--- config.mk ---
export PLATFORM = sky130hd
export DESIGN_NAME = bisc_front
export DESIGN_NICKNAME = d
export VERILOG_FILES = /design/src/bisc_pkg.sv /design/src/bisc_front.sv
export SDC_FILE = /design/constraint.sdc
export NUM_CORES = 2
export LEC_CHECK = 0
export ABC_AREA = 1
export ABC_CLOCK_PERIOD_IN_PS = 17700
export BUFFER_PORTS_ARGS = -buffer_cell sky130_fd_sc_hd__buf_2
export CORE_UTILIZATION = 40
export DETAILED_ROUTE_END_ITERATION = 6
export HOLD_SLACK_MARGIN = 0.1
export PLACE_DENSITY = 0.54
export SLEW_MARGIN = 20
export SYNTH_ARGS = -nofsm -noshare
export SYNTH_HDL_FRONTEND = slang
export SYNTH_SLANG_ARGS = --single-unit
--- constraint.sdc ---
create_clock -name clk -period 17.7 [get_ports clk]
set_clock_uncertainty 0.05 [all_clocks]
set_input_delay 3.54 -clock clk [delete_from_list [all_inputs] [get_ports clk]]
set_output_delay 3.54 -clock clk [all_outputs]
set_load 0.005 [all_outputs]
--- src/bisc_pkg.sv ---
// Shared types, constants and elaboration helpers of the image scaler core.
package bisc_pkg;

  localparam int DEF_MAX_SOURCE_WIDTH  = 1024;
  localparam int DEF_MAX_SOURCE_HEIGHT = 1024;
  localparam int DEF_MAX_CHANNELS      = 3;
  localparam int QUEUE_DEPTH           = 4;

  localparam int IN_TDATA_W  = 64;
  localparam int OUT_TDATA_W = 40;
  localparam int CFG_INDEX_W = 3;
  localparam int CFG_DATA_W  = 27;

  typedef enum logic [CFG_INDEX_W-1:0] {
    CFG_SOURCE_WIDTH       = 3'd0,
    CFG_SOURCE_HEIGHT      = 3'd1,
    CFG_HORIZONTAL_RATIO   = 3'd2,
    CFG_VERTICAL_RATIO     = 3'd3,
    CFG_CHANNEL_COUNT      = 3'd4,
    CFG_INTERPOLATION_MODE = 3'd5
  } cfg_index_t;

  typedef struct packed {
    logic [10:0] source_width;
    logic [10:0] source_height;
    logic [26:0] horizontal_ratio;
    logic [26:0] vertical_ratio;
    logic [1:0]  channel_count;
    logic        interpolation_mode;
  } bisc_cfg_t;

  typedef struct packed {
    logic        action;
    logic [9:0]  source_column;
    logic [9:0]  source_row;
    logic [1:0]  channel_index;
    logic [7:0]  source_byte;
    logic [13:0] output_column;
    logic [13:0] output_row;
  } bisc_item_t;

  typedef struct packed {
    logic        sample;
    logic        wr_en;
    logic [7:0]  wr_data;
    logic [1:0]  wr_bank;
    logic        nearest;
    logic [1:0]  b00;
    logic [1:0]  b10;
    logic [1:0]  b01;
    logic [1:0]  b11;
    logic [15:0] fx;
    logic [15:0] fy;
    logic [13:0] column;
    logic [13:0] row;
    logic [1:0]  channel;
  } bisc_cmd_t;

  typedef struct packed {
    logic [7:0]  sample_value;
    logic [13:0] sample_column;
    logic [13:0] sample_row;
    logic [1:0]  sample_channel;
  } bisc_result_t;

  function automatic int idx_width(input int n);
    return (n > 1) ? $clog2(n) : 1;
  endfunction

  function automatic int bank_depth(input int mw, input int mh, input int mc);
    return ((mw + 1) / 2) * ((mh + 1) / 2) * mc;
  endfunction

endpackage

--- src/bisc_front.sv ---
// Front section: accepts items, maps sample positions and forms bank commands.
module bisc_front #(
  parameter int MAX_SOURCE_WIDTH  = bisc_pkg::DEF_MAX_SOURCE_WIDTH,
  parameter int MAX_SOURCE_HEIGHT = bisc_pkg::DEF_MAX_SOURCE_HEIGHT,
  parameter int MAX_CHANNELS      = bisc_pkg::DEF_MAX_CHANNELS,
  localparam int AW = bisc_pkg::idx_width(
    bisc_pkg::bank_depth(MAX_SOURCE_WIDTH, MAX_SOURCE_HEIGHT, MAX_CHANNELS))
) (
  input  logic                 clk,
  input  logic                 rst_n,
  input  bisc_pkg::bisc_cfg_t  cfg,
  input  logic                 in_valid,
  output logic                 in_ready,
  input  bisc_pkg::bisc_item_t in_item,
  input  logic                 q_full,
  output logic                 q_push,
  output logic [3:0][AW-1:0]   q_addr,
  output bisc_pkg::bisc_cmd_t  q_cmd
);

  localparam int CW         = bisc_pkg::idx_width(MAX_SOURCE_WIDTH);
  localparam int RW         = bisc_pkg::idx_width(MAX_SOURCE_HEIGHT);
  localparam int CHW        = bisc_pkg::idx_width(MAX_CHANNELS);
  localparam int BANK_COLS  = (MAX_SOURCE_WIDTH + 1) / 2;
  localparam int ROW_STRIDE = BANK_COLS * MAX_CHANNELS;
  localparam int PXW        = 14 + 27;

  logic adv;

  logic            s1_v_r;
  logic            s1_act_r;
  logic [9:0]      s1_scol_r;
  logic [9:0]      s1_srow_r;
  logic [1:0]      s1_ch_r;
  logic [CHW-1:0]  s1_c_r;
  logic [7:0]      s1_byte_r;
  logic [13:0]     s1_ocol_r;
  logic [13:0]     s1_orow_r;
  logic [PXW-1:0]  s1_px_r;
  logic [PXW-1:0]  s1_py_r;
  logic            s1_wok_r;

  logic [31:0]     ncm1;
  logic [CHW-1:0]  c_nxt;
  logic            wok_nxt;

  logic            s2_v_r;
  bisc_pkg::bisc_cmd_t cmd_r;
  bisc_pkg::bisc_cmd_t cmd_nxt;
  logic [CW-1:0]   x0_r, x1_r, x0_nxt, x1_nxt;
  logic [RW-1:0]   y0_r, y1_r, y0_nxt, y1_nxt;
  logic [CHW-1:0]  c_r;

  logic [31:0]     wm1, hm1, ix, iy, x0w, y0w;

  assign adv      = !s2_v_r || !q_full;
  assign in_ready = adv;
  assign q_push   = s2_v_r && !q_full;
  assign q_cmd    = cmd_r;

  always_comb begin
    if (cfg.channel_count == 2'd0) begin
      ncm1 = 32'd0;
    end else if (32'(cfg.channel_count) > 32'(MAX_CHANNELS)) begin
      ncm1 = 32'(MAX_CHANNELS - 1);
    end else begin
      ncm1 = 32'(cfg.channel_count) - 32'd1;
    end
    if (!in_item.action || 32'(in_item.channel_index) <= ncm1) begin
      c_nxt = CHW'(32'(in_item.channel_index));
    end else begin
      c_nxt = CHW'(ncm1);
    end
    wok_nxt = (32'(in_item.source_column) < 32'(MAX_SOURCE_WIDTH)) &&
              (32'(in_item.source_row) < 32'(MAX_SOURCE_HEIGHT)) &&
              (32'(in_item.channel_index) < 32'(MAX_CHANNELS));
  end

  always_ff @(posedge clk) begin
    if (!rst_n) begin
      s1_v_r <= 1'b0;
    end else if (adv) begin
      s1_v_r <= in_valid;
    end
  end

  always_ff @(posedge clk) begin
    if (adv) begin
      s1_act_r  <= in_item.action;
      s1_scol_r <= in_item.source_column;
      s1_srow_r <= in_item.source_row;
      s1_ch_r   <= in_item.channel_index;
      s1_c_r    <= c_nxt;
      s1_byte_r <= in_item.source_byte;
      s1_ocol_r <= in_item.output_column;
      s1_orow_r <= in_item.output_row;
      s1_px_r   <= PXW'(in_item.output_column) * PXW'(cfg.horizontal_ratio);
      s1_py_r   <= PXW'(in_item.output_row) * PXW'(cfg.vertical_ratio);
      s1_wok_r  <= wok_nxt;
    end
  end

  always_comb begin
    if (cfg.source_width == 11'd0) begin
      wm1 = 32'd0;
    end else if (32'(cfg.source_width) > 32'(MAX_SOURCE_WIDTH)) begin
      wm1 = 32'(MAX_SOURCE_WIDTH - 1);
    end else begin
      wm1 = 32'(cfg.source_width) - 32'd1;
    end
    if (cfg.source_height == 11'd0) begin
      hm1 = 32'd0;
    end else if (32'(cfg.source_height) > 32'(MAX_SOURCE_HEIGHT)) begin
      hm1 = 32'(MAX_SOURCE_HEIGHT - 1);
    end else begin
      hm1 = 32'(cfg.source_height) - 32'd1;
    end
    ix = 32'(s1_px_r[PXW-1:16]);
    iy = 32'(s1_py_r[PXW-1:16]);
    if (!s1_act_r) begin
      x0w = 32'(s1_scol_r);
      y0w = 32'(s1_srow_r);
    end else begin
      x0w = (ix >= wm1) ? wm1 : ix;
      y0w = (iy >= hm1) ? hm1 : iy;
    end
    x0_nxt = x0w[CW-1:0];
    y0_nxt = y0w[RW-1:0];
    x1_nxt = (x0w == wm1) ? x0_nxt : x0_nxt + 1'b1;
    y1_nxt = (y0w == hm1) ? y0_nxt : y0_nxt + 1'b1;

    cmd_nxt.sample  = s1_act_r;
    cmd_nxt.wr_en   = !s1_act_r && s1_wok_r;
    cmd_nxt.wr_data = s1_byte_r;
    cmd_nxt.wr_bank = {y0_nxt[0], x0_nxt[0]};
    cmd_nxt.nearest = cfg.interpolation_mode;
    cmd_nxt.b00     = {y0_nxt[0], x0_nxt[0]};
    cmd_nxt.b10     = {y0_nxt[0], x1_nxt[0]};
    cmd_nxt.b01     = {y1_nxt[0], x0_nxt[0]};
    cmd_nxt.b11     = {y1_nxt[0], x1_nxt[0]};
    cmd_nxt.fx      = s1_px_r[15:0];
    cmd_nxt.fy      = s1_py_r[15:0];
    cmd_nxt.column  = s1_ocol_r;
    cmd_nxt.row     = s1_orow_r;
    cmd_nxt.channel = s1_ch_r;
  end

  always_ff @(posedge clk) begin
    if (!rst_n) begin
      s2_v_r <= 1'b0;
    end else if (adv) begin
      s2_v_r <= s1_v_r;
    end
  end

  always_ff @(posedge clk) begin
    if (adv) begin
      cmd_r <= cmd_nxt;
      x0_r  <= x0_nxt;
      x1_r  <= x1_nxt;
      y0_r  <= y0_nxt;
      y1_r  <= y1_nxt;
      c_r   <= s1_c_r;
    end
  end

  always_comb begin
    logic [CW-1:0] xs;
    logic [RW-1:0] ys;
    logic [31:0]   addr;
    for (int b = 0; b < 4; b++) begin
      xs = (x0_r[0] == b[0]) ? x0_r : x1_r;
      ys = (y0_r[0] == b[1]) ? y0_r : y1_r;
      addr = 32'(ys >> 1) * 32'(ROW_STRIDE) + 32'(xs >> 1) * 32'(MAX_CHANNELS) + 32'(c_r);
      q_addr[b] = addr[AW-1:0];
    end
  end

endmodule

-- Word-level counts from Yosys, hierarchy flattened
Cells that the tools add are included.
- flip-flop bits (word level): 269
- output and inout bits: 165
- logic and storage cells: 85
- input bits: 142
- equal/unequal tests: 2
- $lt $le $gt $ge: 6
- reduce and logical (&&, ||, !) cells: 11
- add/subtract/negate cells: 13
- mux-type cells: 16
- multipliers: 6
- operators by type and width (operator ; number):
    two-way mux 32 bit ; 9
    multiplier 14 x 27 -> 41 bit ; 2
    adder 20 x 11 -> 20 bit ; 4
    adder 20 x 2 -> 20 bit ; 4
    == test 32 bit ; 2
    >= comparator 25 x 32 -> 1 bit ; 2
    two-way mux 10 bit ; 6
    multiplier 9 x 2 -> 11 bit, second input constant ; 4
    <= comparator 2 x 32 -> 1 bit ; 1
    subtractor 11 x 1 -> 12 bit, second input constant ; 2
    > comparator 11 bit, second input constant ; 2
    logical NOT 11 bit ; 2
    adder 10 x 1 -> 10 bit, second input constant ; 2
    logical NOT 1 bit ; 4
    subtractor 2 x 1 -> 3 bit, second input constant ; 1
    logical AND 1 bit ; 2
    logical NOT 2 bit ; 1
    logical OR 1 bit ; 2
    less-than comparator 2 bit, second input constant ; 1
    two-way mux 2 bit ; 1

-- Logic depth before layout (Yosys ltp)
- word-level depth: 8
- depth in mapped cells: 31
- depth with buffers taken out: 30

-- Least setup slack after synthesis
Ideal clock, no wire load.
- path kind: input to output
- from: input q_full
- to: output in_ready
- required time: 14110 ps
- buffers on the path: 0
- path slack: 5089 ps
- data arrival time: 9021 ps
- stages on the path: 1
- cell sequence: nand2_1
- longest elaborated chain between the ends: 2
- RTL lines (item ; line ; source):
    start, declared ; bisc_front.sv:15 ; input logic q_full,
    logical NOT 1 bit ; bisc_front.sv:56 ; assign adv = !s2_v_r || !q_full;
    logical OR 1 bit ; bisc_front.sv:56 ;
    end, declared ; bisc_front.sv:13 ; output logic in_ready,
Every way passes these cells.

-- Worst setup path after layout
- from: input in_item[22] (netlist bit)
- to: register s1_px_r[39] (data pin)
- longest elaborated chain between the ends: 1
- RTL lines (item ; line ; source):
    start, declared ; bisc_front.sv:14 ; input bisc_pkg::bisc_item_t in_item,
    multiplier 14 x 27 -> 41 bit ; bisc_front.sv:97 ; s1_px_r <= PXW'(in_item.output_column) * PXW'(cfg.horizontal_ratio);
    end signal, assigned ; bisc_front.sv:97 ;
    end, declared ; bisc_front.sv:39 ; logic [PXW-1:0] s1_px_r;
Every way passes these cells.
A chain may end at the register's enable or synchronous reset.

==> results.cfg <==
[grt]
grt_overflow = 0
grt_max_degree = 63
grt_pass1_wl_mm = 168.8
grt_pass1_vias = 31970
track_usage_pct = 21.27
grt_antenna_before_repair = 11

[yosys]
syn_inst = 4807
synthFlopType = edfxtp_1
synth_area_mm2 = 0.03964
ys_seq_elements = 261
yosysWarnings = 0
synth.avg_cell_area_um2 = 8.246
async_flop_share_pct = 0
synth_edf_count = 259
synthDistinctLibCells = 51
yosysSeqAreaShare_pct = 19.72

[sta]
fmax_ghz = 0.1057
fin_ws_ns = 8.235
holdWs_ns = 0.3656
finalHoldViolations = 0
rsz0062_at_grt = false
period_share_pct = 53.48
slew_headroom_pct = 31.81
setup_viol = 0
maxSlewViolCount = 0
fin_tns_setup_ns = 0
min_period_ns = 9.465
worst_pin_slew_ns = 1.023

[placement]
portBuffers = 306
gp_congestion = 0.8588
dp_hpwl_mm = 81.01
place_ws_ns = 7.709

[drt]
drtIter0Drc = 1491
drc = 0
wl_mm = 102.6
vias_per_cell = 4.834
ant_nets = 0
num_vias = 30370
dr.pass1.iters = 5
wl_per_cell_um = 16.33

[setup_path]
critPathCaptureType = register
r2r_start = s1_py_r[39]$_DFFE_PP_
arrival_ns = 9.75
crit_path_end = s1_px_r[39]$_DFFE_PP_
rrSetupSlack_ns = 14.03
path_max_fanout = 28
cp-startpoint = in_item[22]
r2r_cells = 16
worstSetupPathType = primary input to register
startpoint_type = primary input
reg2reg_to = y1_r[0]$_DFFE_PP_
worstPathRequired_ns = 17.99

[finish]
nets = 6021
mostFrequentLayoutCells = nand2_1, inv_1, fa_1
regArea_mm2 = 0.007818
fillCellCount = 9947
syn2layout_area_growth_pct = 9.104
final_common_cell = nand2_1
multiInputGateArea_mm2 = 0.02638
drive_above_1_share_pct = 8.949
final_util_pct = 44.00

[clock_tree]
post-cts-setup-buffers = 0
holdBufCountCts = 0
clk_pin_slew_ns = 0.06
clock_latency_ns = 0.59
cts_inserted_buffers = 36
clk_path_buf_depth = 3
clock-sinks = 261
cts_tree = done
cts_resized = 0
htree_levels = 2
clk_root_buffer_cell = clkbuf_16

[hold_path]
worstHoldStart = s1_px_r[9]$_DFFE_PP_
hold_class = register to register

[floorplan]
row_count = 115
dieArea_mm2 = 0.1004
io_pins = 307
initial_core_util_pct = 40.33
coreArea_mm2 = 0.09828
die_h_um = 316.8
fp.dieW_um = 316.8

[job]
cap_violations = 0

[outcome]
status = finished, final reports clean
[layer usage]
| layer | vias to the layer above | global-route usage (%) | routed length, um |
|---|---|---|---|
| met5 | - | 0 | 12 |
| met4 | 2 | 5.758 | 2478 |
| met3 | 136 | 2.674 | 4788 |
| met2 | 699 | 37.77 | 50380 |
| met1 | 14860 | 27.13 | 44950 |
| li1 | 14670 | - | - |
[sequential cells by signal (all words and copies together), names as in the netlist]
register / count
c_r: 2
q_cmd: 75
s1_act_r: 1
s1_byte_r: 8
s1_c_r: 2
s1_ch_r: 2
s1_ocol_r: 14
s1_orow_r: 14
s1_px_r: 41
s1_py_r: 41
s1_scol_r: 10
s1_srow_r: 10
s1_v_r: 1
s1_wok_r: 1
s2_v_r: 1
x0_r: 9
x1_r: 9
y0_r: 10
y1_r: 10
[critical path, cell delays in order]
cell and delay (ns):
buf_2 0.52, nand2_1 0.17, fa_1 0.55, inv_1 0.06, fa_1 0.59, fa_1 0.45, fa_1 0.46, fa_1 0.48
inv_1 0.05, fa_1 0.47, inv_1 0.04, ha_1 0.34, nand2_1 0.13, nor2_1 0.20, inv_1 0.06, nor4_1 0.59
a21oi_1 0.27, o21bai_1 0.28, a21oi_1 0.17, o21ai_0 0.21, xor2_1 0.09
[per-stage QoR]
step           instances  cell area, um^2
6_report            6283            43250
2_1_floorplan       4808            39640
4_1_cts             6281            43230
3_5_place_dp        6215            41970
3_3_place_gp        6215            41970
5_1_grt             6283            43250
[final cells by class]
type                       instances  area share, %
antenna                            1       0.005787
clock buffer                      45          2.208
clock inverter                    21         0.7089
inverter                        1220          10.59
multi-input combinational       3135          61.01
sequential                       261          18.08
tap                             1287          3.724
timing repair buffer             313          3.680
[cell families (layout without fill, tap and decap cells)]
| group | after synthesis | in the layout | share of synthesized area, % |
|---|---|---|---|
| XOR/XNOR | 172 | 172 | 3.801 |
| AO/OA/AOI/OAI | 343 | 343 | 4.808 |
| other | 1 | 3 | 0.009461 |
| flip-flops | 261 | 261 | 19.72 |
| adder cells (fa/ha/maj) | 912 | 912 | 40.15 |
| buffers and inverters | 1412 | 1599 | 13.74 |
| AND/OR/NAND/NOR | 1706 | 1706 | 17.76 |
[cells in the mapped netlist, types with 34 or more instances]
| cell type | number | share of area, % |
|---|---|---|
| nand4_1 | 66 | 1.0 |
| edfxtp_1 | 259 | 20 |
| inv_1 | 1214 | 11 |
| nor2_1 | 210 | 2.0 |
| nand2_1 | 1237 | 12 |
| buf_4 | 34 | 0.64 |
| o21ai_0 | 88 | 1.1 |
| a21oi_1 | 175 | 2.2 |
| xnor2_1 | 52 | 1.1 |
| xor2_1 | 120 | 2.7 |
| ha_1 | 312 | 9.8 |
| clkbuf_1 | 149 | 1.4 |
| fa_1 | 600 | 30 |
| nand3_1 | 97 | 1.2 |
[worst min path at each step]
stage | depth (start not counted) | slack, ns | to
2_1_floorplan | 0 | 0.35 | c_r[0]$_DFFE_PP_
3_3_place_gp | 0 | 0.35 | q_cmd[10]$_DFFE_PP_
3_5_place_dp | 0 | 0.35 | q_cmd[10]$_DFFE_PP_
4_1_cts | 0 | 0.37 | q_cmd[55]$_DFFE_PP_
5_1_grt | 0 | 0.37 | q_cmd[55]$_DFFE_PP_
6_report | 0 | 0.37 | q_cmd[55]$_DFFE_PP_
Power is left out: the tool's default activity adds up to more than one toggle a clock period on the data nets, which glitch-free logic cannot reach.
