--- src/bisc_pkg.sv ---
// Shared types, constants and elaboration helpers of the image scaler core.
package bisc_pkg;

  localparam int DEF_MAX_SOURCE_WIDTH  = 1024;
  localparam int DEF_MAX_SOURCE_HEIGHT = 1024;
  localparam int DEF_MAX_CHANNELS      = 3;
  localparam int QUEUE_DEPTH           = 4;

  localparam int IN_TDATA_W  = 64;
  localparam int OUT_TDATA_W = 40;
  localparam int CFG_INDEX_W = 3;
  localparam int CFG_DATA_W  = 27;

  typedef enum logic [CFG_INDEX_W-1:0] {
    CFG_SOURCE_WIDTH       = 3'd0,
    CFG_SOURCE_HEIGHT      = 3'd1,
    CFG_HORIZONTAL_RATIO   = 3'd2,
    CFG_VERTICAL_RATIO     = 3'd3,
    CFG_CHANNEL_COUNT      = 3'd4,
    CFG_INTERPOLATION_MODE = 3'd5
  } cfg_index_t;

  typedef struct packed {
    logic [10:0] source_width;
    logic [10:0] source_height;
    logic [26:0] horizontal_ratio;
    logic [26:0] vertical_ratio;
    logic [1:0]  channel_count;
    logic        interpolation_mode;
  } bisc_cfg_t;

  typedef struct packed {
    logic        action;
    logic [9:0]  source_column;
    logic [9:0]  source_row;
    logic [1:0]  channel_index;
    logic [7:0]  source_byte;
    logic [13:0] output_column;
    logic [13:0] output_row;
  } bisc_item_t;

  typedef struct packed {
    logic        sample;
    logic        wr_en;
    logic [7:0]  wr_data;
    logic [1:0]  wr_bank;
    logic        nearest;
    logic [1:0]  b00;
    logic [1:0]  b10;
    logic [1:0]  b01;
    logic [1:0]  b11;
    logic [15:0] fx;
    logic [15:0] fy;
    logic [13:0] column;
    logic [13:0] row;
    logic [1:0]  channel;
  } bisc_cmd_t;

  typedef struct packed {
    logic [7:0]  sample_value;
    logic [13:0] sample_column;
    logic [13:0] sample_row;
    logic [1:0]  sample_channel;
  } bisc_result_t;

  function automatic int idx_width(input int n);
    return (n > 1) ? $clog2(n) : 1;
  endfunction

  function automatic int bank_depth(input int mw, input int mh, input int mc);
    return ((mw + 1) / 2) * ((mh + 1) / 2) * mc;
  endfunction

endpackage

--- src/bisc_queue.sv ---
// Short flip-flop queue between the front and back sections.
module bisc_queue #(
  parameter int WIDTH = 8,
  parameter int DEPTH = bisc_pkg::QUEUE_DEPTH,
  localparam int PW   = bisc_pkg::idx_width(DEPTH),
  localparam int CNTW = $clog2(DEPTH + 1)
) (
  input  logic             clk,
  input  logic             rst_n,
  input  logic             push,
  input  logic [WIDTH-1:0] din,
  output logic             full,
  input  logic             pop,
  output logic             valid,
  output logic [WIDTH-1:0] dout
);

  logic [WIDTH-1:0] slot_r [DEPTH];
  logic [PW-1:0]    wr_ptr_r;
  logic [PW-1:0]    rd_ptr_r;
  logic [CNTW-1:0]  count_r;

  assign full  = (count_r == CNTW'(DEPTH));
  assign valid = (count_r != '0);
  assign dout  = slot_r[rd_ptr_r];

  always_ff @(posedge clk) begin
    if (!rst_n) begin
      wr_ptr_r <= '0;
      rd_ptr_r <= '0;
      count_r  <= '0;
    end else begin
      if (push) begin
        wr_ptr_r <= (wr_ptr_r == PW'(DEPTH - 1)) ? '0 : wr_ptr_r + 1'b1;
      end
      if (pop) begin
        rd_ptr_r <= (rd_ptr_r == PW'(DEPTH - 1)) ? '0 : rd_ptr_r + 1'b1;
      end
      if (push && !pop) begin
        count_r <= count_r + 1'b1;
      end else if (pop && !push) begin
        count_r <= count_r - 1'b1;
      end
    end
  end

  always_ff @(posedge clk) begin
    if (push) begin
      slot_r[wr_ptr_r] <= din;
    end
  end

endmodule

--- config.mk ---
export PLATFORM = sky130hd
export DESIGN_NAME = bisc_queue
export DESIGN_NICKNAME = d
export VERILOG_FILES = /design/src/bisc_pkg.sv /design/src/bisc_queue.sv
export SDC_FILE = /design/constraint.sdc
export NUM_CORES = 1
export LEC_CHECK = 0
export ABC_AREA = 1
export BUFFER_PORTS_ARGS = -buffer_cell sky130_fd_sc_hd__buf_2
export CAP_MARGIN = 20
export CORE_ASPECT_RATIO = 0.8
export CORE_UTILIZATION = 50
export DETAILED_ROUTE_END_ITERATION = 10
export PLACE_DENSITY_LB_ADDON = 0.2
export SKIP_CTS_REPAIR_TIMING = 1
export SLEW_MARGIN = 20
export SYNTH_ARGS = -nofsm -noshare
export SYNTH_HDL_FRONTEND = slang
export SYNTH_SLANG_ARGS = --single-unit
--- constraint.sdc ---
create_clock -name clk -period 1.4 [get_ports clk]
set_clock_uncertainty 0.1 [all_clocks]
set_input_delay 0.28 -clock clk [delete_from_list [all_inputs] [get_ports clk]]
set_output_delay 0.28 -clock clk [all_outputs]
set_load 0.01 [all_outputs]
== Word-level counts from Yosys, hierarchy flattened ==
Memories as Yosys holds them, arrays and structs flattened. A register that Yosys moved wholly into a read port is not among the register bits.
Cells that the tools add are included.

* Register bits: 7
* Bits in writable memories: 32
* Bits of input ports: 12
* Output and inout bits: 10
* Word-level logic and storage cells: 25
* Memories: 1

* Add/sub/neg operators: 4
* Equality and inequality tests: 3
* Multiplexer cells: 8
* Reduce and logical (&&, ||, !) cells: 6

{| class="wikitable"
|+ Memory list
! memory !! depth !! width !! rd ports !! clocked after Yosys merged registers in !! wr ports !! RTL line !! text
|-
| slot_r || 4 || 8 || 1 || 1 || 1 || bisc_queue.sv:18 || <nowiki>logic [WIDTH-1:0] slot_r [DEPTH];</nowiki>
|}

{| class="wikitable"
|+ Operators with widths
! operator !! count
|-
| 2-bit two-way mux || 4
|-
| 3-bit two-way mux || 2
|-
| 2-bit by 1-bit adder with 2-bit output, second input constant || 2
|-
| 2-bit equality test, second input constant || 2
|-
| 3-bit by 1-bit adder with 3-bit output, second input constant || 1
|-
| 3-bit equality test, second input constant || 1
|-
| 3-bit nonzero test || 1
|-
| 3-bit by 1-bit subtractor with 3-bit output, second input constant || 1
|-
| 1-bit logical AND || 2
|-
| 1-bit logical NOT || 2
|-
| 1-bit two-way mux || 2
|-
| 2-bit nonzero test || 1
|}

== Depth between registers and ports, before layout ==
Gate-level depths: netlist (run 1).

* Depth after elaboration: 4
* Mapped depth: 10
* Mapped depth without buffers: 10

== Worst setup path before layout (run 1) ==
Ideal clock, no wire load.

* Kind: input -> register
* Start point: in pop
* End point: reg count_r[2]
* Library setup time: 110 ps
* Arrival: 1221 ps
* Data required time: 1190 ps
* Path slack: -31 ps
* Stages: 10
* Path buffers: 0
* Cells stage by stage: inv_1 -> ha_1 -> inv_1 -> fa_1 -> inv_1 -> nand2_1 -> nand3_1 -> nand2_1 -> inv_1 -> nor2_1

* Longest elaborated chain between the ends: 3
* Elaborated cells between the ends (all ways): 5
* Classes of those cells: 1 x mux; 4 x reduce/logical

{| class="wikitable"
|+ Ends and longest elaborated chain
! item !! RTL line !! text
|-
| from (decl) || bisc_queue.sv:13 || <nowiki>input logic pop,</nowiki>
|-
| 1-bit logical NOT || bisc_queue.sv:39 || <nowiki>if (push && !pop) begin</nowiki>
|-
| 1-bit logical AND || bisc_queue.sv:39 ||
|-
| 3-bit two-way mux or 2-bit nonzero test (tied branches) || -- ||
|-
| to (signal assigned) || bisc_queue.sv:40 || <nowiki>count_r <= count_r + 1'b1;</nowiki>
|-
| to (signal assigned) || bisc_queue.sv:42 || <nowiki>count_r <= count_r - 1'b1;</nowiki>
|-
| to (decl) || bisc_queue.sv:21 || <nowiki>logic [CNTW-1:0] count_r;</nowiki>
|}

Several ways; a longest one is shown, not always the timed one.
A chain may end at the register's enable or synchronous reset.

==> results.md, run 1 <==
- Global-route wire length before repair: 4671 um
- Vias in the first global route: 997
- Power per cell area: 1240 nW/um^2
- I/O pin cnt: 22
- Cell Rows: 18
- Synthesized area per cell: 12.16 um^2
- Final core occ: 67.31%
- Antenna violations before repair: 0
- # nets final: 193
- Gr usage total: 19.39%
- Cell area after synthesis: 1654 um^2
- Unrepaired setup endpoints after global routing: yes
- Routed Antenna Nets: 0
- Met3 wire length: 88 um
- Status: finished, violations left
- Worst Path Arrival: 1.21 ns
- Share of cells above drive strength 1: 34.86%
- Setup crit end kind: primary output
- FF-to-FF setup slack: 0.10 ns
- Clock sinks: 41
- Worst R2R End: slot_r[2][0]
- Synth Register Bits: 41
- CTS tree: yes
- Routed WL per cell: 14.14 um
- CTS Root Cell: clkbuf_8
- Reg2reg start: wr_ptr_r[0]
- Area Overhead vs Synth: 26.48%
- Dpl cells: 206
- Layout Cells excl Fill: 215
- Gr ovfl total: 0
- Worst-Skew Late Latency: 0.29 ns
- Clock-pin slew on the worst setup and hold paths: 0.08 ns
- Max-cap violations: 0
- CP required: 1.02 ns
- Antenna cells: 0
- Uppermost layer routed: met4
- Leakage power: 0.8473 nW
- Met1 Routed Length: 1463 um
- Final period util: 113.6%
- CP Capture Point: dout[5]
- Final min period: 1.591 ns
- Total wire length: 3041 um
- Largest net degree at the start of global routing: 17
- Slew @ Worst Pin: 0.1698 ns
- Final GP Congestion: 0.8232
- FMAX: 628.7 MHz
- Chip height: 53.45 um
- Detailed-router iteration count before antenna repair: 4
- Total CTS buffers: 5
- Setup crit start kind: flop
- Via-to-Cell Ratio: 5.014
- Drt drc: 0
- Slew margin rel.: 88.60%
- DIE AREA: 3544 um^2
- Sequential area share after synthesis: 68.99%
- Reg2reg path depth: 5
- Core Region: 3108 um^2
- CTS Buffer Depth: 2
- Met2 wire len: 1455 um
- Worst IR Drop VDD: 0.7508 mV
- PortBufs: 21
- Critical path class: reg -> out
- Final slew viol count: 0
- Initial core utilization: 53.22%
- Maximum fanout along the worst path: 5
- Via count: 1,078
- H-tree depth: 2
- Failing checks: negative setup slack
- Synth Instances: 136
- Final Hold Vio Count: 0
- Synth warn: 0
- Hold Path Class: in -> reg
- WHS: 0.1023 ns
- Detailed-placement wirelength estimate: 2153 um
- Syn Nets: 155
- Setup Viol. Count Final: 8
- Setup WS post-layout: -0.1906 ns
- Iter 0 DRT Violations: 33
- Chip width: 66.31 um
- Yosys cell types: 19
[stage by stage]
step / TNS (ns) / total power [mW] / cell area [um^2] / worst slack [ns]
floorplan: 0 / 1.640 / 1659 / 0.02021
global placement: -0.2914 / 1.781 / 1912 / -0.08970
detailed placement: -0.4787 / 1.802 / 1912 / -0.1541
CTS: -2.651 / 2.569 / 2006 / -0.3966
global route: -1.869 / 2.718 / 2092 / -0.2563
finish: -1.369 / 2.594 / 2092 / -0.1906
[power by group]
group / internal, mW / switching, mW / total [mW] / leakage, nW
registers: 1.38 / 0.0474 / 1.43 / 0.370
clock network: 0.400 / 0.380 / 0.780 / 0.0445
logic: 0.175 / 0.209 / 0.384 / 0.432
total: 1.96 / 0.636 / 2.59 / 0.847
[cell usage after synthesis, drive strengths merged]
library cell  number  area (um^2)
edfxtp            32        960.9
nor2              25        98.84
o21ai             19        102.6
inv               16        60.05
dfxtp              9        180.2
nand2              9        33.78
o22ai              8        50.05
ha                 6        75.07
a21oi              3        15.01
nor3               3        15.01
buf                2        22.52
fa                 1        20.02
nand3              1        5.000
nand4              1        6.260
xor2               1        8.760
[worst min path at each step]
stage | from | end | slack (ns) | depth (start not counted)
global route | din[3] | slot_r[1][3] | 0.10 | 1
detailed placement | din[6] | slot_r[1][6] | 0.39 | 1
finish | din[6] | slot_r[1][6] | 0.10 | 1
floorplan | din[0] | slot_r[0][0] | 0.28 | 0
global placement | din[3] | slot_r[0][3] | 0.39 | 1
CTS | din[6] | slot_r[1][6] | 0.09 | 1
[worst max-delay path: stages (launching register included)]
cell	delay (ns)
dfxtp_4	0.42
clkbuf_16	0.16
o21ai_1	0.06
o22ai_1	0.14
buf_2	0.15
[per-layer routing]
layer	global-route usage, %	up-vias
li1	-	552
met1	24.20	505
met2	30.95	17
met5	0	-
met3	4.957	4
met4	10.64	0
[area by class of cell]
cell class / count / area, um^2
tap: 40 / 50.05
fill: 243 / 1016
clock inverter: 1 / 7.507
timing repair buffer: 33 / 261.5
clock buffer: 7 / 86.33
multi-input combinational: 77 / 467.9
sequential: 41 / 1151
inverter: 16 / 67.56
[flip-flops by register name (all words and copies together), names as in the netlist, named ones only]
name,flops
slot_r,32
wr_ptr_r,2
rd_ptr_r,2
count_r,3
[kinds of logic after synthesis]
group / count (synthesis) / synth area share, %
DFF: 41 / 68.99
and+or+nand+nor: 39 / 9.606
xor gates and xnor gates: 1 / 0.5296
adders and majority gates: 7 / 5.749
AOI/OAI and AO/OA: 30 / 10.14
buffers and inverters: 18 / 4.992
[layout by cell type, fill, tap and decap left out, types with 2 or more instances in the layout]
master    Yosys  final
edfxtp_1     32     32
nor2_1       23     23
buf_2         0     21
inv_1        15     13
o21ai_2       2      9
nand2_1       9      9
o22ai_1       8      7
clkbuf_8      0      6
buf_4         0      6
o21ai_1       2      5
o21ai_0      15      5
ha_1          6      5
dfxtp_1       9      5
nor3_1        3      3
a21oi_1       3      3
buf_12        0      3
nor2_2        2      2
dfxtp_4       0      2
dfxtp_2       0      2
Note: power is estimated with default switching activity, not from simulation.
==> run 2, diff against run 1 <==
Settings changed: CORE_UTILIZATION 50 to 45.
==> run 2 against run 1 <==
The flow still finishes with violations (negative setup slack). Cell area up 2.9%. Combinational power up 5.2%. Register-to-register slack about the same. Clock-buffer cell count up 1.
==> results.md, run 2 (synthesis results as in run 1) <==
- Antenna violations before repair: 0
- Worst Path Arrival: 1.25 ns
- Unrepaired setup endpoints after global routing: yes
- Antenna cells: 0
- Max-cap violations: 0
- Clock Power Share: 32.8%
- Final min period: 1.632 ns
- FMAX: 612.8 MHz
- Most frequent cells in the layout: 32 x edfxtp_1, 21 x buf_2, 20 x nor2_1
- Setup WS post-layout: -0.2318 ns
- Worst-Skew Late Latency: 0.29 ns
- Critical path class: reg -> out
- Via count: 1,092
- Final period util: 116.6%
- Setup crit end kind: primary output
- Status: finished, violations left
- Largest net degree at the start of global routing: 15
- Setup crit start kind: flop
- Worst IR Drop VDD: 0.8260 mV
- Routed WL per cell: 14.46 um
- Failing checks: negative setup slack
- Switch share: 23.84%
- Final Hold Vio Count: 0
- CTS Buffer Depth: 2
- Power per cell area: 1269 nW/um^2
- Detailed-router iteration count before antenna repair: 4
- Via-to-Cell Ratio: 4.986
- Setup Viol. Count Final: 8
- Gr usage total: 17.37%
- Initial core utilization: 47.66%
- I/O pin cnt: 22
- Commonest non-fill, non-tap cell in the layout: edfxtp_1
- Maximum fanout along the worst path: 7
- Slew margin rel.: 86.10%
- Worst path cell trace: buf_8 > o21ai_1 > o22ai_1 > buf_2
- H-tree depth: 2
- Final GP Congestion: 0.7999
- Tot Pwr: 2.731 mW
- Largest regs: slot_r x32, count_r x3
- # nets final: 195
- Final slew viol count: 0
- Iter 0 DRT Violations: 71
- Critical path's largest stage delay: 0.42 ns
- Area Overhead vs Synth: 30.11%
- Leakage power: 0.8749 nW
- Top reg by flops: slot_r
- Pint: 2.080 mW
- Core Region: 3471 um^2
- Clock-pin slew on the worst setup and hold paths: 0.08 ns
- CTS Root Cell: clkbuf_8
- Max reg flops: 32
- Vias in the first global route: 1,089
- Global-route wire length before repair: 4995 um
- CTS tree: yes
- CP required: 1.02 ns
- Total CTS buffers: 5
- Slew @ Worst Pin: 0.2069 ns
- Clock sinks: 41
- WHS: 0.09885 ns
- Final core occ: 62.00%
- Comb pwr share: 14.8%
- Sequential share of power: 52.4%
- Chip width: 69.79 um
- Detailed-placement wirelength estimate: 2059 um
- Routed Antenna Nets: 0
- Sw Pwr: 0.6510 mW
- Chip height: 56.23 um
- Drt drc: 0
- Gr ovfl total: 0
- Hold Path Class: in -> reg
- Total wire length: 3167 um
- CP max-delay cell: dfxtp_4
- Share of cells above drive strength 1: 36.16%
- DIE AREA: 3924 um^2
- Cell Rows: 19
- PortBufs: 21
run 2: changes by cell type in the layout (fill, tap and decap cells not counted), moves of 2 or more:
cell | previous run | this run
nor2_2 | 2 | 5
buf_4 | 6 | 4
nor2_1 | 23 | 20
o21ai_2 | 9 | 7
buf_6 | 1 | 4
run 2: routing by layer:
layer	global-route usage, %	wire (um)
met5	0	0
met4	8.286	34
met3	5.978	135
met2	27.47	1566
met1	21.46	1431
run 2: power by group through the flow:
stage	registers (mW)	logic [mW]	clock network [mW]
final	1.43	0.404	0.895
after global routing	1.44	0.451	0.957
after global placement	1.44	0.346	0
after floorplan	1.44	0.201	0
after CTS	1.42	0.365	0.911
after detailed placement	1.45	0.361	0
run 2: final timing paths:
kind              cells after the start  slack (ns)   startpoint           end
setup / recovery                      4       -0.23         flop       dout[7]
hold reg to reg                       2        0.44  rd_ptr_r[1]          flop
setup reg to reg                      5        0.09  wr_ptr_r[0]  slot_r[0][5]
hold / removal                        1         0.1       din[6]  slot_r[3][6]
run 2: worst max-delay path: cells and delay by family, from the launching register on:
kind	cells	cell delay, ns
AO/OA/AOI/OAI	2	0.25
buffers and inverters	2	0.31
flip-flops	1	0.42
run 2: layout make-up:
class                   instances  area, um^2
multi-input cells              77       466.7
clock buffers                   8       111.4
flip-flops and latches         41        1154
well taps                      42       52.55
inverters                      16       67.56
fillers                       269        1319
repair buffers                 35       300.3
run 2: stage by stage:
step                      area, um^2  setup TNS, ns  std cells  setup slack (ns)
after global placement          1934        -0.2801        209          -0.09022
after global routing            2152         -2.139        219           -0.2778
after CTS                       2046         -2.574        217           -0.3767
after floorplan                 1659              0        136           0.02021
after detailed placement        1934        -0.3543        209           -0.1329
final                           2152         -1.625        219           -0.2318
==> run 3, diff against run 2 <==
Settings changed: CELL_PAD_IN_SITES_DETAIL_PLACEMENT set to 1, CELL_PAD_IN_SITES_GLOBAL_PLACEMENT set to 1, CORE_UTILIZATION 45 to 40.
==> run 3 against run 2 <==
The flow still finishes with violations (negative setup slack). Via count increased by 3.0%. Flip-flop and latch count stayed put. Combinational power fell by 4%. Worst setup slack improved by 0.038 ns. Die area grew 12%. Clock power is 19% lower. Maximum frequency up 2.4%. Sequential share of layout area increased by 1.7 points. Critical path type unchanged. Largest power group unchanged. Cell area is 3.2% lower. Critical path depth rose by 1. Critical endpoint is now dout[2].
==> results.md, run 3 (synthesis results as in run 1) <==
- Final GP Congestion: 0.8750
- Switch share: 25.12%
- Unrepaired setup endpoints after global routing: yes
- Setup WS post-layout: -0.1939 ns
- Top reg by flops: slot_r
- Pint: 1.901 mW
- Max reg flops: 32
- Cell Rows: 20
- Vias in the first global route: 1,119
- Routed WL per cell: 14.81 um
- Largest net degree at the start of global routing: 17
- Critical path class: reg -> out
- Reg2reg path depth: 5
- Global-route wire length before repair: 5347 um
- DIE AREA: 4398 um^2
- Setup crit end kind: primary output
- I/O pin cnt: 22
- Slew @ Worst Pin: 0.2035 ns
- FMAX: 627.4 MHz
- Leakage power: 0.8460 nW
- Failing checks: negative setup slack
- Gr ovfl total: 0
- Initial core utilization: 42.65%
- Comb pwr share: 15.2%
- Chip height: 59.52 um
- CP max-delay cell: dfxtp_4
- Clock-pin slew on the worst setup and hold paths: 0.08 ns
- Iter 0 DRT Violations: 76
- Sw Pwr: 0.6376 mW
- Filler cells: 423
- Worst path cell trace: buf_8 > buf_6 > nor2_4 > o22ai_2 > buf_2
- Setup crit start kind: flop
- Share of cells above drive strength 1: 35.03%
- Antenna violations before repair: 0
- Routed Antenna Nets: 0
- CTS Root Cell: clkbuf_8
- Maximum fanout along the worst path: 8
- Drt drc: 0
- Detailed-router iteration count before antenna repair: 4
- # nets final: 195
- Hold Path Class: in -> reg
- Max-cap violations: 0
- CTS tree: yes
- H-tree depth: 2
- Antenna cells: 0
- Commonest non-fill, non-tap cell in the layout: edfxtp_1
- GR peak layer: met2
- Worst-Skew Late Latency: 0.29 ns
- Largest regs: slot_r x32, count_r x3
- CP Depth: 5
- CTS Buffer Depth: 2
- Worst Path Arrival: 1.21 ns
- Final core occ: 53.71%
- Power per cell area: 1218 nW/um^2
- Clock sinks: 41
- Slew margin rel.: 86.29%
- Final period util: 113.9%
- Grt met1 use: 21.61%
- Crit path buf inv count: 3
- Critical path's largest stage delay: 0.41 ns
- Status: finished, violations left
- Count of cells along the worst hold path: 1
- Met3 Usage GRT: 4.082%
- Setup Viol. Count Final: 8
- Final min period: 1.594 ns
- Worst IR Drop VDD: 0.7495 mV
- CP required: 1.02 ns
- Total CTS buffers: 5
- Worst slack, placed: -0.1683 ns
- Gr usage total: 17.43%
- Family with the most delay on the worst path: flip-flops
- Final slew viol count: 0
- Met2 Use GR: 29.36%
- Total wire length: 3435 um
- Chip width: 73.90 um
- Detailed-placement wirelength estimate: 2607 um
- Area Overhead vs Synth: 25.95%
- Most frequent cells in the layout: 32 x edfxtp_1, 22 x nor2_1, 21 x buf_2
- Via count: 1,125
- Clock Power Share: 28.5%
- Via-to-Cell Ratio: 4.849
- Final Hold Vio Count: 0
- Core Region: 3879 um^2
- PortBufs: 21
- Sequential share of power: 56.3%
## run 3: changes by cell type in the layout (fill, tap and decap cells not counted), moves of 2 or more
cell / delta
buf_12: -3
buf_4: +6
buf_6: -2
clkbuf_16: -2
nor2_1: +2
nor2_2: -3
o22ai_1: -2
o22ai_2: +2
## run 3: metal layers
layer	wire [um]	share of wire, %
met1	1563	46
met2	1732	50
met3	92	2.7
met4	46	1.3
met5	0	0
## run 3: stage by stage
step           area, um^2  hold slack, ns  total power [mW]  TNS (ns)  std cells
2_1_floorplan        1659          0.2789             1.640         0        136
3_3_place_gp         1921          0.3926             1.778   -0.2072        223
3_5_place_dp         1921          0.3994             1.809   -0.4550        223
4_1_cts              2002         0.09489             2.534    -2.630        231
5_1_grt              2083         0.09794             2.658    -1.973        232
6_report             2083          0.1036             2.538    -1.468        232
## run 3: power by group through the flow
stage          Combinational, mW  Sequential, mW  Clock, mW
2_1_floorplan              0.201            1.44          0
3_3_place_gp               0.338            1.44          0
3_5_place_dp               0.363            1.45          0
4_1_cts                    0.364            1.42      0.752
5_1_grt                    0.434            1.44      0.788
6_report                   0.386            1.43      0.724
## run 3: area by class of cell
class | instances | area, um^2 | area share, %
Inverter | 16 | 70.07 | 3.363
Timing Repair Buffer | 35 | 237.7 | 11.41
Tap cell | 55 | 68.82 | 3.303
Multi-Input combinational cell | 77 | 474.2 | 22.76
Clock buffer | 7 | 76.32 | 3.664
Clock inverter | 1 | 5.005 | 0.2402
Sequential cell | 41 | 1151 | 55.26
## run 3: final timing paths
check | startpoint | to | slack (ns)
setup / recovery | flop | dout[2] | -0.19
hold / removal | din[0] | slot_r[0][0] | 0.10
setup reg to reg | wr_ptr_r[0] | slot_r[0][3] | 0.10
hold reg to reg | count_r[1] | count_r[1] | 0.44
## run 3: worst reg2reg max path: stages, from the launching register on
cell	delay (ns)
dfxtp_1	0.40
inv_1	0.09
ha_1	0.20
nand2_1	0.07
inv_1	0.06
buf_4	0.16
